File: src/rtl/core/afc_pkg.sv
// shared types and constants for the arq frame classifier
`default_nettype none
package afc_pkg;

	typedef enum logic [2:0] {
		KIND_CONTENT     = 3'd0,
		KIND_META        = 3'd1,
		KIND_CONTENT_ACK = 3'd2,
		KIND_META_ACK    = 3'd3,
		KIND_EOF         = 3'd4,
		KIND_SPREAD      = 3'd5,
		KIND_BANDWIDTH   = 3'd6,
		KIND_SFBW_ACK    = 3'd7
	} frame_kind_t;

	typedef enum logic [2:0] {
		ACK_NONE    = 3'd0,
		ACK_CONTENT = 3'd1,
		ACK_META    = 3'd2,
		ACK_SPREAD  = 3'd3,
		ACK_BW      = 3'd4
	} peer_ack_t;

	localparam logic [7:0]  HDR_CONTENT_ACK = 8'h40;
	localparam logic [7:0]  HDR_META_ACK    = 8'h60;
	localparam logic [7:0]  HDR_ECHO        = 8'hE0;
	localparam logic [15:0] NUMBER_NONE     = 16'hFFFF;
	localparam logic [7:0]  LEN_CONTENT_ACK = 8'd3;
	localparam logic [7:0]  LEN_META_ACK    = 8'd1;
	localparam logic [7:0]  LEN_SPREAD_ECHO = 8'd2;
	localparam logic [7:0]  LEN_MIN_ACK     = 8'd3;

	typedef struct packed {
		logic [7:0] header_byte;
		logic [7:0] field_high;
		logic [7:0] field_low;
		logic [7:0] frame_length;
	} frame_item_t;

	typedef struct packed {
		logic        accepted;
		logic        store_payload;
		logic [7:0]  reply_length;
		logic [7:0]  reply_header;
		logic [15:0] reply_number;
		logic        start_file;
		logic [15:0] packet_total;
		logic        end_file;
		logic        set_spread;
		logic        set_bandwidth;
		logic [2:0]  peer_ack;
		logic [15:0] peer_value;
	} result_item_t;

	typedef struct packed {
		logic        metadata_seen;
		logic [15:0] last_packet_number;
	} link_ctx_t;

endpackage
`default_nettype wire

File: src/rtl/core/afc_if.sv
// valid/ready channel interfaces for frame headers and classification results
`default_nettype none
interface afc_in_if;
	logic       valid;
	logic       ready;
	logic [7:0] header_byte;
	logic [7:0] field_high;
	logic [7:0] field_low;
	logic [7:0] frame_length;

	modport source (output valid, header_byte, field_high, field_low, frame_length,
		input ready);
	modport sink (input valid, header_byte, field_high, field_low, frame_length,
		output ready);
endinterface

interface afc_out_if;
	logic        valid;
	logic        ready;
	logic        accepted;
	logic        store_payload;
	logic [7:0]  reply_length;
	logic [7:0]  reply_header;
	logic [15:0] reply_number;
	logic        start_file;
	logic [15:0] packet_total;
	logic        end_file;
	logic        set_spread;
	logic        set_bandwidth;
	logic [2:0]  peer_ack;
	logic [15:0] peer_value;

	modport source (output valid, accepted, store_payload, reply_length, reply_header,
		reply_number, start_file, packet_total, end_file, set_spread, set_bandwidth,
		peer_ack, peer_value, input ready);
	modport sink (input valid, accepted, store_payload, reply_length, reply_header,
		reply_number, start_file, packet_total, end_file, set_spread, set_bandwidth,
		peer_ack, peer_value, output ready);
endinterface
`default_nettype wire

File: src/rtl/core/afc_classify.sv
// frame type decode, duplicate check and reply selection
`default_nettype none
module afc_classify (
	input  wire afc_pkg::frame_item_t  item,
	input  wire afc_pkg::link_ctx_t    ctx,
	output afc_pkg::result_item_t res,
	output afc_pkg::link_ctx_t    ctx_next
);

	logic [15:0]          number;
	afc_pkg::frame_kind_t kind;

	assign number = {item.field_high, item.field_low};
	assign kind   = afc_pkg::frame_kind_t'(item.header_byte[7:5]);

	always_comb begin
		res      = '0;
		ctx_next = ctx;
		if (item.frame_length != 8'd0) begin
			case (kind)
				afc_pkg::KIND_CONTENT: begin
					if (ctx.metadata_seen) begin
						res.accepted     = 1'b1;
						res.reply_length = afc_pkg::LEN_CONTENT_ACK;
						res.reply_header = afc_pkg::HDR_CONTENT_ACK;
						res.reply_number = number;
						// a repeat of the last number is acked but not stored
						if (number != ctx.last_packet_number) begin
							res.store_payload           = 1'b1;
							ctx_next.last_packet_number = number;
						end
					end
				end
				afc_pkg::KIND_META: begin
					ctx_next.metadata_seen      = 1'b1;
					ctx_next.last_packet_number = '0;
					res.accepted     = 1'b1;
					res.reply_length = afc_pkg::LEN_META_ACK;
					res.reply_header = afc_pkg::HDR_META_ACK;
					res.start_file   = 1'b1;
					res.packet_total = number;
				end
				afc_pkg::KIND_CONTENT_ACK: begin
					if (item.frame_length >= afc_pkg::LEN_MIN_ACK) begin
						res.accepted   = 1'b1;
						res.peer_ack   = afc_pkg::ACK_CONTENT;
						res.peer_value = number;
					end
				end
				afc_pkg::KIND_META_ACK: begin
					res.accepted = 1'b1;
					res.peer_ack = afc_pkg::ACK_META;
				end
				afc_pkg::KIND_EOF: begin
					ctx_next.metadata_seen      = 1'b0;
					ctx_next.last_packet_number = afc_pkg::NUMBER_NONE;
					res.accepted = 1'b1;
					res.end_file = 1'b1;
				end
				afc_pkg::KIND_SPREAD: begin
					res.accepted     = 1'b1;
					res.reply_length = afc_pkg::LEN_SPREAD_ECHO;
					res.reply_header = afc_pkg::HDR_ECHO;
					res.reply_number = {item.field_high, 8'd0};
					res.set_spread   = 1'b1;
				end
				afc_pkg::KIND_BANDWIDTH: begin
					res.accepted      = 1'b1;
					res.reply_length  = item.frame_length;
					res.reply_header  = afc_pkg::HDR_ECHO;
					res.reply_number  = number;
					res.set_bandwidth = 1'b1;
				end
				afc_pkg::KIND_SFBW_ACK: begin
					res.accepted = 1'b1;
					if (item.frame_length > afc_pkg::LEN_SPREAD_ECHO) begin
						res.peer_ack = afc_pkg::ACK_BW;
					end else begin
						res.peer_ack   = afc_pkg::ACK_SPREAD;
						res.peer_value = {8'd0, item.field_high};
					end
				end
				default: begin
					res = '0;
				end
			endcase
		end
	end

endmodule
`default_nettype wire

File: src/rtl/core/afc_state.sv
// link state register: metadata flag and last stored packet number
`default_nettype none
module afc_state (
	input  wire                logic clk,
	input  wire                logic arst_n,
	input  wire                logic update,
	input  wire afc_pkg::link_ctx_t ctx_next,
	output afc_pkg::link_ctx_t ctx
);

	afc_pkg::link_ctx_t ctx_q;

	always_ff @(posedge clk or negedge arst_n) begin
		if (!arst_n) begin
			ctx_q.metadata_seen      <= 1'b0;
			ctx_q.last_packet_number <= afc_pkg::NUMBER_NONE;
		end else if (update) begin
			ctx_q <= ctx_next;
		end
	end

	assign ctx = ctx_q;

endmodule
`default_nettype wire

File: src/rtl/core/arq_frame_classifier.sv
// top level of the arq frame classifier: input register, decode, result register
`default_nettype none
// Receive-side frame classifier for a stop-and-wait ARQ file link. Each
// transfer on frame carries the first three bytes and the total length of
// one received radio frame; each brings exactly one transfer on result, in
// order. Bits 7..5 of the header byte pick the frame type. Content frames
// are refused until a metadata frame has been seen; a content frame that
// repeats the last stored number is acked again but store_payload stays low.
// A metadata frame restarts numbering at zero, an end-of-file frame drops
// the metadata flag and sets the last number to all ones. Spreading factor
// and bandwidth frames are echoed with header 0xE0, and acks from the peer
// are reported on peer_ack/peer_value. An empty frame gives an all-zero
// result and leaves the state alone. Throughput is one frame per clock while
// result.ready does not hold the result stage: there is one input register
// stage and one result register, and the link state is read and written
// once per frame in the decode between them. Result valid rises once the
// frame has passed the input register and then the result register.
// frame.ready follows result.ready through the two stages; while the result
// stage holds a frame, one more is still taken into the input stage.
module arq_frame_classifier (
	input wire logic   clk,
	input wire logic   arst_n,
	afc_in_if.sink     frame,
	afc_out_if.source  result
);

	// stage 1: registered frame header
	logic                  valid_s1;
	afc_pkg::frame_item_t  item_s1;

	// stage 2: registered result
	logic                  valid_s2;
	afc_pkg::result_item_t res_s2;

	afc_pkg::result_item_t res_comb;
	afc_pkg::link_ctx_t    ctx;
	afc_pkg::link_ctx_t    ctx_next;

	logic s2_free;
	logic move;
	logic take;

	// result stage can load when empty or when its transfer completes now
	assign s2_free     = !valid_s2 || result.ready;
	assign move        = valid_s1 && s2_free;
	assign frame.ready = !valid_s1 || s2_free;
	assign take        = frame.valid && frame.ready;

	always_ff @(posedge clk or negedge arst_n) begin
		if (!arst_n) begin
			valid_s1 <= 1'b0;
		end else if (take) begin
			valid_s1 <= 1'b1;
		end else if (move) begin
			valid_s1 <= 1'b0;
		end
	end

	always_ff @(posedge clk) begin
		if (take) begin
			item_s1.header_byte  <= frame.header_byte;
			item_s1.field_high   <= frame.field_high;
			item_s1.field_low    <= frame.field_low;
			item_s1.frame_length <= frame.frame_length;
		end
	end

	afc_classify u_classify (
		.item     (item_s1),
		.ctx      (ctx),
		.res      (res_comb),
		.ctx_next (ctx_next)
	);

	// state advances exactly when a frame leaves stage 1
	afc_state u_state (
		.clk      (clk),
		.arst_n   (arst_n),
		.update   (move),
		.ctx_next (ctx_next),
		.ctx      (ctx)
	);

	always_ff @(posedge clk or negedge arst_n) begin
		if (!arst_n) begin
			valid_s2 <= 1'b0;
		end else if (move) begin
			valid_s2 <= 1'b1;
		end else if (result.ready) begin
			valid_s2 <= 1'b0;
		end
	end

	always_ff @(posedge clk) begin
		if (move) begin
			res_s2 <= res_comb;
		end
	end

	assign result.valid         = valid_s2;
	assign result.accepted      = res_s2.accepted;
	assign result.store_payload = res_s2.store_payload;
	assign result.reply_length  = res_s2.reply_length;
	assign result.reply_header  = res_s2.reply_header;
	assign result.reply_number  = res_s2.reply_number;
	assign result.start_file    = res_s2.start_file;
	assign result.packet_total  = res_s2.packet_total;
	assign result.end_file      = res_s2.end_file;
	assign result.set_spread    = res_s2.set_spread;
	assign result.set_bandwidth = res_s2.set_bandwidth;
	assign result.peer_ack      = res_s2.peer_ack;
	assign result.peer_value    = res_s2.peer_value;

`ifndef SYNTHESIS
	// end of file always leaves the link with no metadata and no last number
	a_eof_clears: assert property (@(posedge clk) disable iff (!arst_n)
		move && res_comb.end_file |=>
			!ctx.metadata_seen && ctx.last_packet_number == afc_pkg::NUMBER_NONE)
		else $error("end-of-file did not clear link state");

	// a stored payload is always an accepted, acked content frame
	a_store_acked: assert property (@(posedge clk) disable iff (!arst_n)
		valid_s2 && res_s2.store_payload |->
			res_s2.accepted && res_s2.reply_header == afc_pkg::HDR_CONTENT_ACK)
		else $error("stored payload without content ack");

	// a refused frame carries no reply and no side effect
	a_refused_quiet: assert property (@(posedge clk) disable iff (!arst_n)
		valid_s2 && !res_s2.accepted |->
			res_s2.reply_length == 8'd0 && res_s2.peer_ack == afc_pkg::ACK_NONE
			&& !res_s2.start_file && !res_s2.end_file)
		else $error("refused frame has reply or side effect");

	// content accepted only with metadata seen
	a_content_needs_meta: assert property (@(posedge clk) disable iff (!arst_n)
		move && res_comb.store_payload |-> ctx.metadata_seen)
		else $error("content stored before metadata");
`endif

endmodule
`default_nettype wire
File: src/flat_wrapper.sv
// flat-port wrapper written by rule: the top's interface ports become plain ports
module arq_frame_classifier_flat 
  (clk, arst_n, frame_valid, frame_header_byte, frame_field_high, frame_field_low, frame_frame_length, frame_ready, result_valid, result_accepted, result_store_payload, result_reply_length, result_reply_header, result_reply_number, result_start_file, result_packet_total, result_end_file, result_set_spread, result_set_bandwidth, result_peer_ack, result_peer_value, result_ready);
  afc_in_if frame_i ();
  afc_out_if result_i ();
  input wire logic clk;
  input wire logic arst_n;
  input wire logic [$bits(frame_i.valid)-1:0] frame_valid;
  input wire logic [$bits(frame_i.header_byte)-1:0] frame_header_byte;
  input wire logic [$bits(frame_i.field_high)-1:0] frame_field_high;
  input wire logic [$bits(frame_i.field_low)-1:0] frame_field_low;
  input wire logic [$bits(frame_i.frame_length)-1:0] frame_frame_length;
  output wire logic [$bits(frame_i.ready)-1:0] frame_ready;
  output wire logic [$bits(result_i.valid)-1:0] result_valid;
  output wire logic [$bits(result_i.accepted)-1:0] result_accepted;
  output wire logic [$bits(result_i.store_payload)-1:0] result_store_payload;
  output wire logic [$bits(result_i.reply_length)-1:0] result_reply_length;
  output wire logic [$bits(result_i.reply_header)-1:0] result_reply_header;
  output wire logic [$bits(result_i.reply_number)-1:0] result_reply_number;
  output wire logic [$bits(result_i.start_file)-1:0] result_start_file;
  output wire logic [$bits(result_i.packet_total)-1:0] result_packet_total;
  output wire logic [$bits(result_i.end_file)-1:0] result_end_file;
  output wire logic [$bits(result_i.set_spread)-1:0] result_set_spread;
  output wire logic [$bits(result_i.set_bandwidth)-1:0] result_set_bandwidth;
  output wire logic [$bits(result_i.peer_ack)-1:0] result_peer_ack;
  output wire logic [$bits(result_i.peer_value)-1:0] result_peer_value;
  input wire logic [$bits(result_i.ready)-1:0] result_ready;
  assign frame_i.valid = frame_valid;
  assign frame_i.header_byte = frame_header_byte;
  assign frame_i.field_high = frame_field_high;
  assign frame_i.field_low = frame_field_low;
  assign frame_i.frame_length = frame_frame_length;
  assign frame_ready = frame_i.ready;
  assign result_valid = result_i.valid;
  assign result_accepted = result_i.accepted;
  assign result_store_payload = result_i.store_payload;
  assign result_reply_length = result_i.reply_length;
  assign result_reply_header = result_i.reply_header;
  assign result_reply_number = result_i.reply_number;
  assign result_start_file = result_i.start_file;
  assign result_packet_total = result_i.packet_total;
  assign result_end_file = result_i.end_file;
  assign result_set_spread = result_i.set_spread;
  assign result_set_bandwidth = result_i.set_bandwidth;
  assign result_peer_ack = result_i.peer_ack;
  assign result_peer_value = result_i.peer_value;
  assign result_i.ready = result_ready;
  arq_frame_classifier u_core (.clk(clk), .arst_n(arst_n), .frame(frame_i), .result(result_i));
endmodule
File: config.mk
export PLATFORM = sky130hd
export DESIGN_NAME = arq_frame_classifier_flat
export DESIGN_NICKNAME = d
export VERILOG_FILES = /design/src/rtl/core/afc_pkg.sv /design/src/rtl/core/afc_if.sv /design/src/rtl/core/afc_classify.sv /design/src/rtl/core/afc_state.sv /design/src/rtl/core/arq_frame_classifier.sv /design/src/flat_wrapper.sv
export SDC_FILE = /design/constraint.sdc
export NUM_CORES = 1
export LEC_CHECK = 0
export BUFFER_PORTS_ARGS = -buffer_cell sky130_fd_sc_hd__buf_2
export CORE_UTILIZATION = 58
export DETAILED_ROUTE_END_ITERATION = 10
export PLACE_DENSITY = 0.83
export RECOVER_POWER = 25
export SYNTH_ARGS = -nofsm -noshare
export SYNTH_HDL_FRONTEND = slang
export SYNTH_SLANG_ARGS = --single-unit
File: constraint.sdc
create_clock -name clk -period 4.4 [get_ports clk]
set_clock_uncertainty 0.2 [all_clocks]
set_input_delay 0.44 -clock clk [delete_from_list [all_inputs] [get_ports clk]]
set_output_delay 0.44 -clock clk [all_outputs]
set_load 0.05 [all_outputs]
# After elaboration in Yosys (flattened, before gate mapping)

Cells that the tools add are included.

Logic and storage cells: 72
Input port bits: 36
Bits in registers: 124
Output and inout bits: 75

Reductions and logical operators: 17
$lt $le $gt $ge: 2
Muxes and demuxes: 23
Equality and inequality tests: 10

Operators by type and width:

| cell                                                 | number |
|---|---|
| one-hot mux 16 bit (3 select lines)                  | 2 |
| one-hot mux 16 bit (4 select lines)                  | 1 |
| 2-to-1 mux 17 bit                                    | 2 |
| 2-to-1 mux 34 bit                                    | 1 |
| 2-to-1 mux 16 bit                                    | 2 |
| one-hot mux 16 bit (2 select lines)                  | 1 |
| != test 16 bit                                       | 1 |
| == test 3 bit (second input constant)                | 4 |
| 2-to-1 mux 1 bit                                     | 9 |
| one-hot mux 3 bit (3 select lines)                   | 1 |
| >= comparator 8 x 2 -> 1 bit (second input constant) | 1 |
| > comparator 8 x 2 -> 1 bit (second input constant)  | 1 |
| 2-to-1 mux 8 bit                                     | 1 |
| nonzero test 8 bit                                   | 1 |
| == test 3 x 2 -> 1 bit (second input constant)       | 2 |
| AND reduction 3 bit                                  | 2 |
| nonzero test 2 bit                                   | 3 |
| OR reduction 6 bit                                   | 1 |
| AND reduction 5 bit                                  | 1 |
| != test 2 bit (second input constant)                | 2 |
| == test 3 x 1 -> 1 bit (second input constant)       | 1 |
| logical NOT 3 bit                                    | 1 |
| 2-to-1 mux 3 bit                                     | 1 |
| one-hot mux 1 bit (3 select lines)                   | 1 |
| other kinds (6)                                      | 9 |

# Logic depth before layout (Yosys ltp)

Depth in word-level cells: 5
Gate-level depth with buffers: 7

# Hierarchy

Synthesis repeated with hierarchy kept, for this count alone.

Cells, all modules: 361
Area total of the unflattened synthesis: 5282.6 µm²

By module, submodules not included:

| module               | instances | area each (µm²) | cells an instance | seq. area each (µm²) |
|---|---|---|---|---|
| arq_frame_classifier | 1         | 3256.9          | 113               | 3203.1 |
| afc_classify         | 1         | 1320.0          | 212               | 0.0 |
| afc_state            | 1         | 705.7           | 36                | 445.4 |

# Least setup slack after synthesis

OpenSTA, ideal clock, no wires.

Kind: reg2reg
Start point: register u_core.valid_s2 (netlist: u_core.result.valid)
End point: register u_core.u_state.ctx_q, in the netlist u_core.u_state.ctx[0]
Period minus slack after synthesis: 2.899 ns
Setup slack: 1.501 ns
Required time: 4.112 ns
Arrival: 2.611 ns
Cell stages (with the launch flop): 7
Buffers on the path: 1
Cell sequence: dfrtp_1 > nand2b_1 > and2_2 > nand3_1 > o21bai_2 > buf_6 > a221oi_2

Longest elaborated chain between the ends: 4

Ends and longest elaborated chain:

| what                          | line                       | text |
|---|---|---|
| start, declared               | arq_frame_classifier.sv:32 | `logic valid_s2;` |
| start signal, assigned        | arq_frame_classifier.sv:86 | `valid_s2 <= 1'b0;` |
| start signal, assigned        | arq_frame_classifier.sv:88 | `valid_s2 <= 1'b1;` |
| start signal, assigned        | arq_frame_classifier.sv:90 | `valid_s2 <= 1'b0;` |
| logical NOT 1 bit             | arq_frame_classifier.sv:44 | `assign s2_free = !valid_s2 \|\| result.ready;` |
| logical OR 1 bit              | arq_frame_classifier.sv:44 |  |
| logical AND 1 bit             | arq_frame_classifier.sv:45 | `assign move = valid_s1 && s2_free;` |
| net u_core.move               | arq_frame_classifier.sv:40 | `logic move;` |
| AND reduction 5 bit (no line) | -                          |  |
| end signal, assigned          | afc_state.sv:18            | `ctx_q <= ctx_next;` |
| end, declared                 | afc_state.sv:11            | `afc_pkg::link_ctx_t ctx_q;` |

The timed path passes the listed nets, and every way through them passes these cells.
A chain may end at the register's enable or synchronous reset.

# Final worst setup path

Start point: register u_core.item_s1[17] in the netlist's numbering
End point: register u_core.u_state.ctx_q, in the netlist u_core.u_state.ctx[13]

Longest elaborated chain between the ends: 3

Ends and longest elaborated chain:

| what                          | line                       | text |
|---|---|---|
| start, declared               | arq_frame_classifier.sv:29 | `afc_pkg::frame_item_t item_s1;` |
| != test 16 bit                | afc_classify.sv:28         | `if (number != ctx.last_packet_number) begin` |
| != test 2 bit (no line)       | -                          |  |
| AND reduction 5 bit (no line) | -                          |  |

Every way passes these cells.

==> results.json <==
{
  "status": "finished, violations left",
  "violations": "capacitance limit, slew limit",
  "fin_crit_sh_pct": 64.60,
  "insertion_delay_ns": 0.52,
  "clock_sinks": 114,
  "crit_fanout": 16,
  "htree_levels": 4,
  "slew_headroom_pct": -2.221,
  "critPathKind": "flip-flop to flip-flop",
  "grt_overflow": 0,
  "tightest_slew_ns": 1.533,
  "min_path_cells": 2,
  "rr_endpoint": "u_core.u_state.ctx[13]",
  "grt_pass1_wl_mm": 15.69,
  "crit_chain": "xor2_1 > nor4_1 > nand4_1 > o21bai_2 > a221oi_1",
  "crit_slowest_cell": "o21bai_2",
  "route.vias.total": 3244,
  "drtIter0Drc": 406,
  "first_pass_iters": 7,
  "hp-start": "u_core.u_state.ctx[2]",
  "grt_max_degree": 67,
  "synthArstFlopShare_pct": 16.67,
  "rrSetupSlack_ns": 1.56,
  "ant_nets": 0,
  "start_util_pct": 60.91,
  "power.leakage_nw": 2.517,
  "r2r_start": "u_core.item_s1[17]",
  "instances_no_fill": 585,
  "grt_pass1_vias": 3171,
  "die_area_um2": 8608,
  "synth_cells": 331,
  "final_common_cell": "edfxtp_1",
  "synth-warning-count": 0,
  "timing.critical_path.from": "u_core.item_s1[17]",
  "synth_cell_types": 45,
  "holdPathEnd": "u_core.u_state.ctx[2]",
  "grt_usage_pct": 25.18,
  "cts-root-buf": "clkbuf_8",
  "drive_gt1_share_pct": 32.30,
  "antenna_cells": 0,
  "seq_power_share_pct": 43.4,
  "drc_errors": 0,
  "cp.arrival_ns": 3.03,
  "synth-main-ff-cell": "edfxtp_1",
  "startpoint_type": "flip-flop",
  "place.gp.congestion": 0.7940,
  "die_width_um": 92.78,
  "p_per_area_nw_per_um2": 535.4,
  "ys_seq_elements": 114,
  "clk_path_buf_depth": 2,
  "worstPathRequired_ns": 4.58,
  "finalWirelength_mm": 10.05,
  "syn_area_um2": 4780,
  "vias_per_cell": 5.545,
  "power_switching_uw": 920.0,
  "synth_top_area_share_pct": 59.69,
  "end_kind": "flip-flop",
  "final_cell_mix": "edfxtp_1 (95), buf_2 (86), and2_1 (38)",
  "dp.cells": 523,
  "die_h_um": 92.78,
  "period_minus_slack_ns": 2.842,
  "top_level_ports": 111,
  "cts_tree": "built",
  "synth_area_per_cell_um2": 14.44,
  "r2r_cells": 5,
  "yosysSeqAreaShare_pct": 70.05,
  "numCtsBuffers": 17,
  "synth_edf_count": 95,
  "share_comb_of_total_power_pct": 15.6,
  "clockPowerShare_pct": 41.0,
  "coreArea_um2": 7848,
  "synthTopCellsByArea": "edfxtp_1 (60%), dfstp_2 (8.8%), and2_1 (5.1%)",
  "rows": 32,
  "slew_viol_final": 28,
  "drt-wirelength-per-cell_um": 17.18,
  "hold_violations": 0,
  "fmax_mhz": 351.8,
  "maxCapViolations": 1,
  "irDropWorstVdd_mv": 0.3836,
  "port_buffers": 100,
  "synth_area_leader_cell": "edfxtp_1",
  "cpPeakStageDelay_ns": 0.86,
  "finalSetupTns_ns": 0,
  "syn_to_final_growth_pct": 28.95,
  "rsz0062_at_grt": "false",
  "postCtsResizedCells": 0,
  "final_nets": 506,
  "setup_violations": 0,
  "swShare_pct": 27.88,
  "antenna_found_initial": 0,
  "hpwlAfterDp_mm": 6.067,
  "min_path_type": "flip-flop to flip-flop",
  "p_int_mw": 2.380,
  "clk_pin_slew_worst_paths_ns": 0.06
}
[timing repair]
item / 4_1_cts / 5_1_grt
buffers inserted: 0 / 0
hold buffers: 30 / 0
hold endpoints to repair: 48 / 0
[cell usage after synthesis (all sizes together) (2+ instances only)]
master / instances
and3: 5
a221oi: 16
edfxtp: 95
nand3: 4
nor2: 23
nand2: 23
nand2b: 8
a22oi: 8
and2: 44
a21oi: 8
xor2: 16
inv: 17
o21bai: 2
buf: 12
o21ai: 3
clkbuf: 4
dfstp: 16
nor3: 5
dfrtp: 3
nor4: 6
[registers in the layout (all words and copies together), names as in the netlist, 3 cells and up]
signal / cells
u_core.result.packet_total: 16
u_core.result.reply_length: 8
u_core.item_s1: 27
u_core.result.reply_number: 16
u_core.result.peer_value: 16
u_core.result.peer_ack: 3
u_core.result.reply_header: 3
u_core.u_state.ctx: 17
[metrics by stage]
step / worst slack, ns / hold slack [ns] / utilization (%) / area [um^2] / power, mW
finish: 1.558 / 0.2794 / 78.54 / 6163 / 3.300
global route: 1.375 / 0.2963 / 78.54 / 6163 / 3.405
CTS: 1.613 / 0.2012 / 79.08 / 6206 / 3.304
detailed placement: 1.648 / 0.2099 / 67.65 / 5309 / 1.940
global placement: 1.703 / 0.2000 / 67.65 / 5309 / 1.922
floorplan: 1.501 / -0.05559 / - / 4795 / 1.831
[kinds of logic (layout without fill, tap and decap cells)]
logic type,count (synthesis),count (layout),synth area share [%]
flops,114,114,70.05
buf+inv,34,182,4.188
compound gates,40,40,7.723
xor+xnor,17,17,3.115
other cells,1,5,0.07846
simple gates,125,125,14.84
[layout make-up]
| cell class | instances | area (um^2) |
|---|---|---|
| Inverter | 17 | 63.81 |
| Clock inverter | 15 | 182.7 |
| Clock buffer | 17 | 414.1 |
| Fill cell | 460 | 1684 |
| Tap cell | 102 | 127.6 |
| Multi-Input combinational cell | 187 | 1225 |
| Sequential cell | 114 | 3348 |
| Timing Repair Buffer | 133 | 802.0 |
[layer usage]
metal  wire length (um)  up-vias  share of wire [%]  GRT usage, %
li1                   -     1470                  -             -
met1               3920     1546                 39         30.05
met2               5150      199                 51         41.91
met3                742       29                7.4         6.979
met4                238        0                2.4         12.69
met5                  0        -                  0             0
[worst max-delay path by stage]
stage	to	slack (ns)	cells after the start
CTS	u_core.result.packet_total[14]	1.61	4
detailed placement	u_core.result.packet_total[14]	1.65	4
global route	u_core.u_state.ctx[13]	1.37	5
floorplan	u_core.u_state.ctx[0]	1.50	6
finish	u_core.u_state.ctx[13]	1.56	5
global placement	u_core.result.packet_total[14]	1.70	4
[critical path, delay by kind of cell, from the launching register on]
family | cells | cell delay (ns)
compound gates | 2 | 1.13
xor+xnor | 1 | 0.22
flops | 1 | 0.55
simple gates | 2 | 0.60
[power by group through the flow]
stage / registers, mW / clock network [mW] / logic, mW
floorplan: 1.60 / 0 / 0.234
finish: 1.43 / 1.35 / 0.515
global route: 1.44 / 1.41 / 0.551
detailed placement: 1.45 / 0 / 0.493
global placement: 1.44 / 0 / 0.482
CTS: 1.43 / 1.36 / 0.517
(Power assumes the default switching activity.)
